[src/sv/switch_bank_debouncer_assert.svh]
// ----------------------------------------------------------------------------
// Assertion macros for the switch bank debouncer
// Shared forms for the concurrent checks on the block's control logic.
// ----------------------------------------------------------------------------
`ifndef SWITCH_BANK_DEBOUNCER_ASSERT_SVH
`define SWITCH_BANK_DEBOUNCER_ASSERT_SVH

// The consequent must hold in the same cycle as the antecedent.
`define SBD_ASSERT_SAME(label, clk, rst, ante, cons, msg) \
   label: assert property (@(posedge clk) disable iff (rst) (ante) |-> (cons)) \
      else $error(msg);

// The consequent must hold in the cycle after the antecedent.
`define SBD_ASSERT_NEXT(label, clk, rst, ante, cons, msg) \
   label: assert property (@(posedge clk) disable iff (rst) (ante) |=> (cons)) \
      else $error(msg);

`endif

[src/sv/sbd_pkg.sv]
// ----------------------------------------------------------------------------
// sbd_pkg
// Constants, types and the switch-to-pin mapping of the switch bank debouncer.
// ----------------------------------------------------------------------------
`timescale 1ns / 1ps
`default_nettype none

package sbd_pkg;

   localparam int NUM_CHAINS   = 2;
   localparam int CHAIN_BITS   = 8;
   localparam int NUM_SW       = NUM_CHAINS * CHAIN_BITS;
   localparam int LEVEL_W      = 16;
   localparam int ACTIVE_SW    = (NUM_SW < LEVEL_W) ? NUM_SW : LEVEL_W;
   localparam int BIT_IDX_W    = $clog2(LEVEL_W);
   localparam int SW_NO_W      = 4;
   localparam int COUNT_W      = 8;
   localparam logic [COUNT_W-1:0] SETTLE_RESET = COUNT_W'(8);

   localparam logic FUNC_SCAN  = 1'b0;
   localparam logic FUNC_QUERY = 1'b1;

   typedef struct packed {
      logic                 hit;
      logic [BIT_IDX_W-1:0] idx;
   } sbd_pin_type;

   typedef struct packed {
      logic               query;
      logic [SW_NO_W-1:0] switch_no;
   } sbd_op_type;

   typedef struct packed {
      logic [LEVEL_W-1:0] stable;
      logic [LEVEL_W-1:0] pending;
   } sbd_state_type;

   // Pin position of a switch. In every chain but the first the two halves
   // of the chain are swapped. Switches outside the bank give no hit.
   function automatic sbd_pin_type sw_to_pin(input logic [SW_NO_W-1:0] sw);
      sbd_pin_type res;
      int          s;
      int          pos;
      int          b;
      res = '0;
      for (int c = 0; c < NUM_CHAINS; c++) begin
         for (int p = 0; p < CHAIN_BITS; p++) begin
            s   = c * CHAIN_BITS + p;
            pos = (c != 0) ? ((p + CHAIN_BITS / 2) % CHAIN_BITS) : p;
            b   = c * CHAIN_BITS + pos;
            if ((int'(sw) == s) && (b < LEVEL_W)) begin
               res.hit = 1'b1;
               res.idx = BIT_IDX_W'(b);
            end
         end
      end
      return res;
   endfunction

endpackage

`default_nettype wire

[src/sv/sbd_switch_cell.sv]
// ----------------------------------------------------------------------------
// sbd_switch_cell
// Settle counter of one switch: reloads on a level change, counts down
// otherwise, and flags expiry on the scan that brings it to zero.
// ----------------------------------------------------------------------------
`timescale 1ns / 1ps
`default_nettype none

module sbd_switch_cell import sbd_pkg::*; (
   input  wire logic               clock,
   input  wire logic               reset,
   input  wire logic               scan_commit,
   input  wire logic               sample_bit,
   input  wire logic               prev_bit,
   input  wire logic [COUNT_W-1:0] settle_count,
   output logic                    expire
);

   logic [COUNT_W-1:0] count_ff;
   logic [COUNT_W-1:0] count_in;
   logic               moved;

   assign moved  = sample_bit != prev_bit;
   assign expire = !moved && (count_ff == COUNT_W'(1));

   always_comb begin
      priority if (moved) begin
         count_in = settle_count;
      end else if (count_ff != '0) begin
         count_in = count_ff - COUNT_W'(1);
      end else begin
         count_in = count_ff;
      end
   end

   always_ff @(posedge clock) begin
      if (reset) begin
         count_ff <= '0;
      end else if (scan_commit) begin
         count_ff <= count_in;
      end
   end

endmodule

`default_nettype wire

[src/sv/sbd_flags.sv]
// ----------------------------------------------------------------------------
// sbd_flags
// Previous sample, debounced levels and pending change flags, with the
// scan update and the query read-and-clear.
// ----------------------------------------------------------------------------
`timescale 1ns / 1ps
`default_nettype none

module sbd_flags import sbd_pkg::*; (
   input  wire logic               clock,
   input  wire logic               reset,
   input  wire logic               commit,
   input  wire sbd_op_type         op,
   input  wire logic [LEVEL_W-1:0] sample,
   input  wire logic [LEVEL_W-1:0] expire,
   output logic [LEVEL_W-1:0]      prev_sample,
   output sbd_state_type           state_cur,
   output sbd_state_type           state_next,
   output logic                    query_level,
   output logic                    query_changed
);

   logic [LEVEL_W-1:0] prev_ff;
   logic [LEVEL_W-1:0] prev_in;
   sbd_state_type      state_ff;
   sbd_pin_type        pin;

   assign pin = sw_to_pin(op.switch_no);

   always_comb begin
      state_next    = state_ff;
      prev_in       = prev_ff;
      query_level   = 1'b0;
      query_changed = 1'b0;
      if (op.query) begin
         if (pin.hit) begin
            query_level   = state_ff.stable[pin.idx];
            query_changed = state_ff.pending[pin.idx];
            state_next.pending[pin.idx] = 1'b0;
         end
      end else begin
         // An expiring counter sets the flag even if the level is unchanged.
         state_next.stable  = (state_ff.stable & ~expire) | (sample & expire);
         state_next.pending = state_ff.pending | expire;
         prev_in            = sample;
      end
   end

   always_ff @(posedge clock) begin
      if (reset) begin
         prev_ff  <= '0;
         state_ff <= '0;
      end else if (commit) begin
         prev_ff  <= prev_in;
         state_ff <= state_next;
      end
   end

   assign prev_sample = prev_ff;
   assign state_cur   = state_ff;

endmodule

`default_nettype wire

[src/sv/switch_bank_debouncer.sv]
// ----------------------------------------------------------------------------
// switch_bank_debouncer
// Counter-based debouncer for a bank of sixteen active-low switches.
// ----------------------------------------------------------------------------
// Usage:
//   The req_ channel carries one item per transfer: a scan (req_func low)
//   with the raw pin levels, or a query (req_func high) of one switch.
//   Each item yields exactly one rsp_ transfer with the debounced levels and
//   pending change flags after the item, plus the queried switch's level and
//   change flag (zero for a scan). A query clears that switch's flag.
//   A request is taken into the input register and moves on to the result
//   register, which drives rsp_valid, once that one is empty or being read.
//   Throughput is one item per cycle while the receiver does not stall: on a
//   scan the sixteen settle counters all update in parallel as the item
//   moves from the input register to the result register.
//   When the receiver stalls, the result register holds and the input
//   register fills; req_ready drops only when both are occupied.
//   csr_wr_en writes settle_count; write it only while the block is idle.
//   Reset (synchronous, active high) empties both registers, clears the
//   counters, levels and flags, and sets settle_count to 8.
// ----------------------------------------------------------------------------
`timescale 1ns / 1ps
`default_nettype none

`include "switch_bank_debouncer_assert.svh"

module switch_bank_debouncer import sbd_pkg::*; (
   input  wire logic               clock,
   input  wire logic               reset,
   input  wire logic               csr_wr_en,
   input  wire logic [COUNT_W-1:0] csr_wr_data,
   input  wire logic               req_valid,
   output logic                    req_ready,
   input  wire logic               req_func,
   input  wire logic [LEVEL_W-1:0] req_raw_levels,
   input  wire logic [SW_NO_W-1:0] req_switch_no,
   output logic                    rsp_valid,
   input  wire logic               rsp_ready,
   output logic [LEVEL_W-1:0]      rsp_stable_levels,
   output logic [LEVEL_W-1:0]      rsp_changed_flags,
   output logic                    rsp_query_level,
   output logic                    rsp_query_changed
);

   logic [COUNT_W-1:0] settle_ff;

   logic               in_valid_ff;
   logic               in_func_ff;
   logic [LEVEL_W-1:0] in_raw_ff;
   logic [SW_NO_W-1:0] in_sw_ff;

   logic               out_valid_ff;
   logic [LEVEL_W-1:0] out_stable_ff;
   logic [LEVEL_W-1:0] out_pending_ff;
   logic               out_qlevel_ff;
   logic               out_qchanged_ff;

   logic               advance;
   logic               scan_commit;
   logic [LEVEL_W-1:0] sample;
   logic [LEVEL_W-1:0] prev_sample;
   logic [LEVEL_W-1:0] expire;
   sbd_op_type         op;
   sbd_state_type      state_cur;
   sbd_state_type      state_next;
   logic               query_level;
   logic               query_changed;

   assign advance     = in_valid_ff && (!out_valid_ff || rsp_ready);
   assign req_ready   = !in_valid_ff || advance;
   assign scan_commit = advance && (in_func_ff == FUNC_SCAN);
   assign sample      = ~in_raw_ff;
   assign op.query    = in_func_ff == FUNC_QUERY;
   assign op.switch_no = in_sw_ff;

   always_ff @(posedge clock) begin
      if (reset) begin
         settle_ff <= SETTLE_RESET;
      end else if (csr_wr_en) begin
         settle_ff <= csr_wr_data;
      end
   end

   always_ff @(posedge clock) begin
      if (reset) begin
         in_valid_ff <= 1'b0;
      end else if (req_ready) begin
         in_valid_ff <= req_valid;
      end
   end

   always_ff @(posedge clock) begin
      if (req_valid && req_ready) begin
         in_func_ff <= req_func;
         in_raw_ff  <= req_raw_levels;
         in_sw_ff   <= req_switch_no;
      end
   end

   genvar gi;
   generate
      for (gi = 0; gi < LEVEL_W; gi++) begin : g_sw
         if (gi < ACTIVE_SW) begin : g_cell
            sbd_switch_cell u_cell (
               .clock        (clock),
               .reset        (reset),
               .scan_commit  (scan_commit),
               .sample_bit   (sample[gi]),
               .prev_bit     (prev_sample[gi]),
               .settle_count (settle_ff),
               .expire       (expire[gi])
            );
         end else begin : g_none
            assign expire[gi] = 1'b0;
         end
      end
   endgenerate

   sbd_flags u_flags (
      .clock         (clock),
      .reset         (reset),
      .commit        (advance),
      .op            (op),
      .sample        (sample),
      .expire        (expire),
      .prev_sample   (prev_sample),
      .state_cur     (state_cur),
      .state_next    (state_next),
      .query_level   (query_level),
      .query_changed (query_changed)
   );

   always_ff @(posedge clock) begin
      if (reset) begin
         out_valid_ff <= 1'b0;
      end else if (advance) begin
         out_valid_ff <= 1'b1;
      end else if (rsp_ready) begin
         out_valid_ff <= 1'b0;
      end
   end

   always_ff @(posedge clock) begin
      if (advance) begin
         out_stable_ff   <= state_next.stable;
         out_pending_ff  <= state_next.pending;
         out_qlevel_ff   <= query_level;
         out_qchanged_ff <= query_changed;
      end
   end

   assign rsp_valid         = out_valid_ff;
   assign rsp_stable_levels = out_stable_ff;
   assign rsp_changed_flags = out_pending_ff;
   assign rsp_query_level   = out_qlevel_ff;
   assign rsp_query_changed = out_qchanged_ff;

   // A scan transfer always reports no query bits.
   `SBD_ASSERT_NEXT(a_scan_no_query, clock, reset, scan_commit,
      !rsp_query_level && !rsp_query_changed, "scan result carries query bits")

   // A query never moves a debounced level.
   `SBD_ASSERT_NEXT(a_query_keeps_levels, clock, reset, advance && op.query,
      state_cur.stable == $past(state_cur.stable), "query changed a stable level")

   // A query can only clear pending flags, never raise one.
   `SBD_ASSERT_NEXT(a_query_no_new_flag, clock, reset, advance && op.query,
      (state_cur.pending & ~$past(state_cur.pending)) == '0,
      "query raised a pending flag")

   // A held item in the input register is not lost while the output stalls.
   `SBD_ASSERT_SAME(a_full_not_ready, clock, reset, in_valid_ff && !advance,
      !req_ready, "input register overwritten while stalled")

endmodule

`default_nettype wire
[config.mk]
export PLATFORM = sky130hd
export DESIGN_NAME = switch_bank_debouncer
export DESIGN_NICKNAME = d
export VERILOG_FILES = /design/src/sv/sbd_pkg.sv /design/src/sv/sbd_switch_cell.sv /design/src/sv/sbd_flags.sv /design/src/sv/switch_bank_debouncer.sv
export VERILOG_INCLUDE_DIRS = /design/src /design/src/sv
export SDC_FILE = /design/constraint.sdc
export NUM_CORES = 1
export LEC_CHECK = 0
export BUFFER_PORTS_ARGS = -buffer_cell sky130_fd_sc_hd__clkbuf_2
export CORE_ASPECT_RATIO = 1.75
export CORE_MARGIN = 3
export CORE_UTILIZATION = 50
export CTS_CLUSTER_SIZE = 30
export DETAILED_ROUTE_END_ITERATION = 6
export PLACE_DENSITY = 0.67
export SYNTH_ARGS = -nofsm -noshare
export SYNTH_HDL_FRONTEND = slang
export SYNTH_SLANG_ARGS = --single-unit
[constraint.sdc]
create_clock -name clock -period 6.59 [get_ports clock]
set_input_delay 1.318 -clock clock [delete_from_list [all_inputs] [get_ports clock]]
set_output_delay 1.318 -clock clock [all_outputs]
set_load 0.02 [all_outputs]
## After elaboration in Yosys (flattened, before gate mapping)

Index checks and enable logic that the tools add are counted.

| word-level totals | value |
|---|---|
| register bits | 241 |
| bits of input ports | 34 |
| output and inout bits | 36 |
| word-level logic and storage cells | 254 |

| operators by class | value |
|---|---|
| add/subtract/negate cells | 16 |
| magnitude comparators | 2 |
| equality and inequality tests | 47 |
| muxes and demuxes | 59 |
| bitwise operators | 9 |
| reductions and logical operators | 92 |

Operators by type and width:

| kind | number |
|---|---|
| $mux 8 | 32 |
| $eq 8x1->1 const B | 16 |
| $reduce_bool 8->1 | 16 |
| $sub 8x1->8 const B | 16 |
| $mux 5 | 16 |
| $and 16x16->16 | 3 |
| $mux 16 | 3 |
| $not 16->16 | 3 |
| $reduce_and 2->1 | 18 |
| $reduce_bool 2->1 | 17 |
| $eq 4x4->1 const B | 8 |
| $or 16x16->16 | 2 |
| $logic_and 1x1->1 | 20 |
| $logic_not 1->1 | 18 |
| $eq 4x3->1 const B | 4 |
| $ne 1x1->1 | 16 |
| $bmux 1 s4 | 2 |
| $eq 4x2->1 const B | 2 |
| $lt 4x5->1 const B | 1 |
| $mux 1 | 5 |
| $demux 1 s4 | 1 |
| $eq 4x1->1 const B | 1 |
| $ge 4x1->1 const B | 1 |
| $logic_not 4->1 | 1 |
| other kinds (2) | 3 |

## Logic depth before layout (Yosys ltp)

| logic depth | value |
|---|---|
| depth in word-level cells | 25 |
| gate-level depth with buffers | 8 |
| mapped depth without buffers | 6 |

## Hierarchy

From an unflattened synthesis, not the netlist that was laid out.

| second synthesis, totals | value |
|---|---|
| cells, all modules | 1557 |
| area total of the unflattened synthesis | 14483.9 µm² |

By module, submodules not included:

| module | instances | cells each | area each (µm²) |
|---|---|---|---|
| sbd_switch_cell at g_sw[0].g_cell.u_cell ... | 11 | 73 | 609.3 |
| sbd_switch_cell at g_sw[5].g_cell.u_cell ... | 5 | 72 | 608.1 |
| sbd_flags | 1 | 286 | 2647.5 |
| switch_bank_debouncer | 1 | 108 | 2093.3 |

## Worst setup path before layout

Ideal clock, no wire load.

| path | value |
|---|---|
| path type | input to register |
| start point | in rsp_ready |
| end point | reg out_pending_ff[0] (netlist: rsp_changed_flags[0]), enable pin |
| setup time | 0.411 ns |
| arrival | 2.996 ns |
| path slack | 3.183 ns |
| stages | 5 |
| path through | nand2b_1 -> nand2_1 -> inv_1 -> clkbuf_1 -> clkbuf_1 |

| on the way | value |
|---|---|
| word-level cells in the longest chain between the ends | 2 |

RTL lines:

| what | line | RTL |
|---|---|---|
| from (decl) | switch_bank_debouncer.sv:38 | `input wire logic rsp_ready,` |
| $logic_or 1x1->1 | switch_bank_debouncer.sv:69 | `assign advance = in_valid_ff && (!out_valid_ff \|\| rsp_ready);` |
| $logic_and 1x1->1 | switch_bank_debouncer.sv:69 |  |
| named net advance | switch_bank_debouncer.sv:58 | `logic advance;` |
| to (signal assigned) | switch_bank_debouncer.sv:146 | `out_pending_ff <= state_next.pending;` |
| to (decl) | switch_bank_debouncer.sv:54 | `logic [LEVEL_W-1:0] out_pending_ff;` |

The timed path passes the listed nets, and every way through them passes these cells.
A chain may end at the register's enable or synchronous reset.

## Worst setup path after layout

| path | value |
|---|---|
| start point | in rsp_ready |
| end point | out req_ready |

| on the way | value |
|---|---|
| word-level cells in the longest chain between the ends | 3 |

RTL lines:

| what | line | RTL |
|---|---|---|
| $logic_or 1x1->1 | switch_bank_debouncer.sv:69 |  |
| $logic_and 1x1->1 | switch_bank_debouncer.sv:69 |  |
| $logic_or 1x1->1 | switch_bank_debouncer.sv:70 | `assign req_ready = !in_valid_ff \|\| advance;` |
| to (decl) | switch_bank_debouncer.sv:33 | `output logic req_ready,` |

Every way passes these cells.

==> flow_summary.yaml <==
synth:
  synth_compound_area_share_pct: 24.9
  syn_inst: 1576
  netlist_area_mm2: 0.0134
  ys_ff_latch: 241
  yosys-top-cells-count: "186 x dfxtp_1, 140 x a21oi_1, 129 x o21ai_0"
  synthArstFlopShare_pct: 0
  syn_avg_cell_area_um2: 8.53
  synth_top_family_by_area: "compound AO/OA/AOI/OAI gates"
  syn_nets: 1647
  ys_types: 72
  synth-simple-area-share_pct: 21.8
  synth_top_area_cell: "dfxtp_1"
  yosysWarnings: 0
  synth.area.top_cells: "dfxtp_1 28%, edfxtp_1 12%, a21oi_1 5.2%"
  yosys.area.top_type_share_pct: 27.7
  synth_xor_area_share_pct: 2.09
  seq_area_frac_synth_pct: 40.0
  synth_ff_type: "dfxtp_1"
  synth_edf_count: 55
  synth_most_common_cell: "dfxtp_1"
  yosys.area_share.adder_pct: 3.44
  synthMuxAreaShare_pct: 2.36
critical_path:
  path_class: "primary input to output pin"
  path_cells: "clkbuf_2 -> nor2b_1 -> nand2_1 -> clkbuf_2"
  reg2reg_to: "g_sw[8].g_cell.u_cell.count_ff[4]$_SDFFE_PP0P_"
  r2r-start: "in_func_ff$_DFFE_PP_"
  cp.arrival_ns: 2.10
  cp_max_fo: 7
  crit_family: "simple AND/OR/NAND/NOR gates"
  endpoint_kind: "output pin"
  reg2reg_depth: 5
  cp_slowest_stage_delay_ns: 0.39
  worst_path_max_delay_cell: "nor2b_1"
  cp.required_ns: 5.27
  worst-path-buf-inv: 2
  r2r_slack_ns: 3.69
  start_kind: "primary input"
  path_common_cell: "clkbuf_2"
global_routing:
  use_met1_pct: 30.1
  grt_max_degree: 97
  grt_antenna_before_repair: 0
  met3_usage_pct: 3.16
  grt_pass1_wl_mm: 60.2
  use_met2_pct: 44.9
  track_usage_pct: 25.4
  grt_overflow_total: 0
  grt_pass1_vias: 11777
  top_usage_layer: "met2"
power_and_ir_drop:
  p_sw_mw: 1.12
  p_int_mw: 2.50
  switching_share_pct: 30.8
  clockPowerShare_pct: 34.9
  leakage_nw: 5.02
  p_per_area_mw_per_mm2: 250
  power_frac_seq_pct: 46.1
  pwr-share-comb_pct: 19.1
  power_mw: 3.62
  peakVddDrop_mv: 0.140
sta:
  timing.final.crit_share_pct: 51.8
  hold_slack_ns: 0.482
  finClkSkew_ns: 0.0110
  period_needed_ns: 3.41
  slew_viol_final: 0
  tightest_slew_ns: 1.18
  fin_setup_tns_ns: 0
  setup_slack_ns: 3.18
  hold_viol: 0
  max_freq_mhz: 293
  report.final.setup_viol: 0
  slew_headroom_pct: 20.9
  grt_setup_unrepaired: "false"
drt:
  first_pass_iters: 5
  vias_per_cell: 6.48
  wl_per_cell_um: 19.8
  wirelength_mm: 37.5
  antenna_left: 0
  drt_iter0_drc: 918
  drc_errors: 0
  vias: 12268
placement:
  gp_congestion: 0.947
  postPlaceCellArea_mm2: 0.0138
  place_ws_ns: 2.88
  place_inst: 1853
  dpl.hpwl_mm: 24.8
  io_buffers: 69
final_layout:
  antenna-diode-count: 0
  fin_util_pct: 55.4
  multiInputGateArea_mm2: 0.00735
  nets: 1629
  post-route-cell-area_mm2: 0.0145
  area_growth_pct: 7.74
  n_fill_cell: 2413
  seqCellArea_mm2: 0.00538
  drive_gt1_share_pct: 10.7
  stdcell_count: 1894
clock_network:
  path_clk_slew_ns: 0.07
  clock-root-buffer: "clkbuf_16"
  htreeDepth: 1
  clockBufferDepth: 3
  postCtsResizedCells: 0
  numClockSinks: 241
  cts_hold_buf: 0
  cts_buffers: 23
  clkLatencyLatePin_ns: 0.52
  cts_setup_buffers: 0
  cts_tree: "yes"
outcome:
  status: "finished, final reports clean"
floorplan:
  dieArea_mm2: 0.0290
  fp.dieH_um: 223
  core_region_area_mm2: 0.0262
  io_pins: 70
  rows: 78
  start_util_pct: 51.4
  die_x_um: 130
run:
  drv_cap: 0
min_path:
  holdCritPathClass: "register to register"
  worstHoldEndpoint: "g_sw[1].g_cell.u_cell.count_ff[7]$_SDFFE_PP0P_"
  whs_path_depth: 2
  hold_start: "g_sw[1].g_cell.u_cell.count_ff[7]$_SDFFE_PP0P_"
## power by group through the flow
stage | Sequential [mW] | Combinational, mW | Clock (mW)
after floorplan | 1.67 | 0.544 | 0
after global placement | 1.70 | 0.673 | 0
after detailed placement | 1.70 | 0.682 | 0
after CTS | 1.67 | 0.685 | 1.28
after global routing | 1.68 | 0.770 | 1.33
final | 1.67 | 0.690 | 1.26
## routing by layer
layer / vias to the layer above / share of wire (%)
li1: 5926 / -
met1: 5882 / 40
met2: 365 / 50
met3: 95 / 5.0
met4: 0 / 4.5
met5: - / 0
## state kept, by name (all words and copies together), names as in the netlist, 4 cells and up
| register | cells |
|---|---|
| in_sw_ff | 4 |
| g_sw.g_cell.u_cell.count_ff | 128 |
| u_flags.prev_sample | 16 |
| rsp_changed_flags | 16 |
| settle_ff | 8 |
| rsp_stable_levels | 16 |
| u_flags.state_cur | 32 |
| in_raw_ff | 16 |
## cell usage in the layout (no fill, tap or decap), drive strengths merged, types with 10 or more instances in the layout
cell type  instances
o211ai            14
o21ai            129
nand2b            11
xnor2             16
nand3             55
buf               16
ha                37
nand4             34
mux2              14
o32ai             10
nor3              51
and2              12
xor2              16
or3               17
nor3b             17
o311ai            18
mux2i             16
edfxtp            55
nor4              40
nand3b            12
o2111ai           12
or3b              11
a211o             24
a311oi            14
dfxtp            186
o31ai             26
nor2             107
a21oi            143
clkbuf            99
and3              25
or4               23
a31oi             29
inv               53
o41ai             16
nand2            101
a211oi            29
## layout make-up
class	instances	share of cell area [%]
multi-input combinational	1155	50.7
timing repair buffer	84	3.21
tap	320	2.77
clock buffer	31	4.46
clock inverter	10	0.328
sequential	241	37.1
inverter	53	1.37
## logic make-up after synthesis
| group | Yosys count |
|---|---|
| AO/OA/AOI/OAI | 516 |
| XOR/XNOR | 32 |
| adder cells (fa/ha/maj) | 37 |
| buffers and inverters | 180 |
| flip-flops | 241 |
| multiplexers | 30 |
| AND/OR/NAND/NOR | 540 |
## worst reg2reg max path: cells and delay by family, from the launching register on
family / cells / cell delay [ns]
buffers and inverters: 2 / 1.37
flip-flops: 1 / 0.63
AND/OR/NAND/NOR: 2 / 0.49
AO/OA/AOI/OAI: 1 / 0.31
## worst max path at each step
stage	start	to	slack, ns	cells past startpoint
floorplan	rsp_ready	rsp_changed_flags[0]$_DFFE_PP_	3.18	5
global placement	rsp_ready	g_sw[5].g_cell.u_cell.count_ff[5]$_SDFFE_PP0P_	2.96	6
detailed placement	rsp_ready	g_sw[5].g_cell.u_cell.count_ff[7]$_SDFFE_PP0P_	2.88	6
CTS	rsp_ready	req_ready	3.19	4
global route	rsp_ready	req_ready	3.11	4
finish	rsp_ready	req_ready	3.18	4
Power figures use the tool's default switching activity.
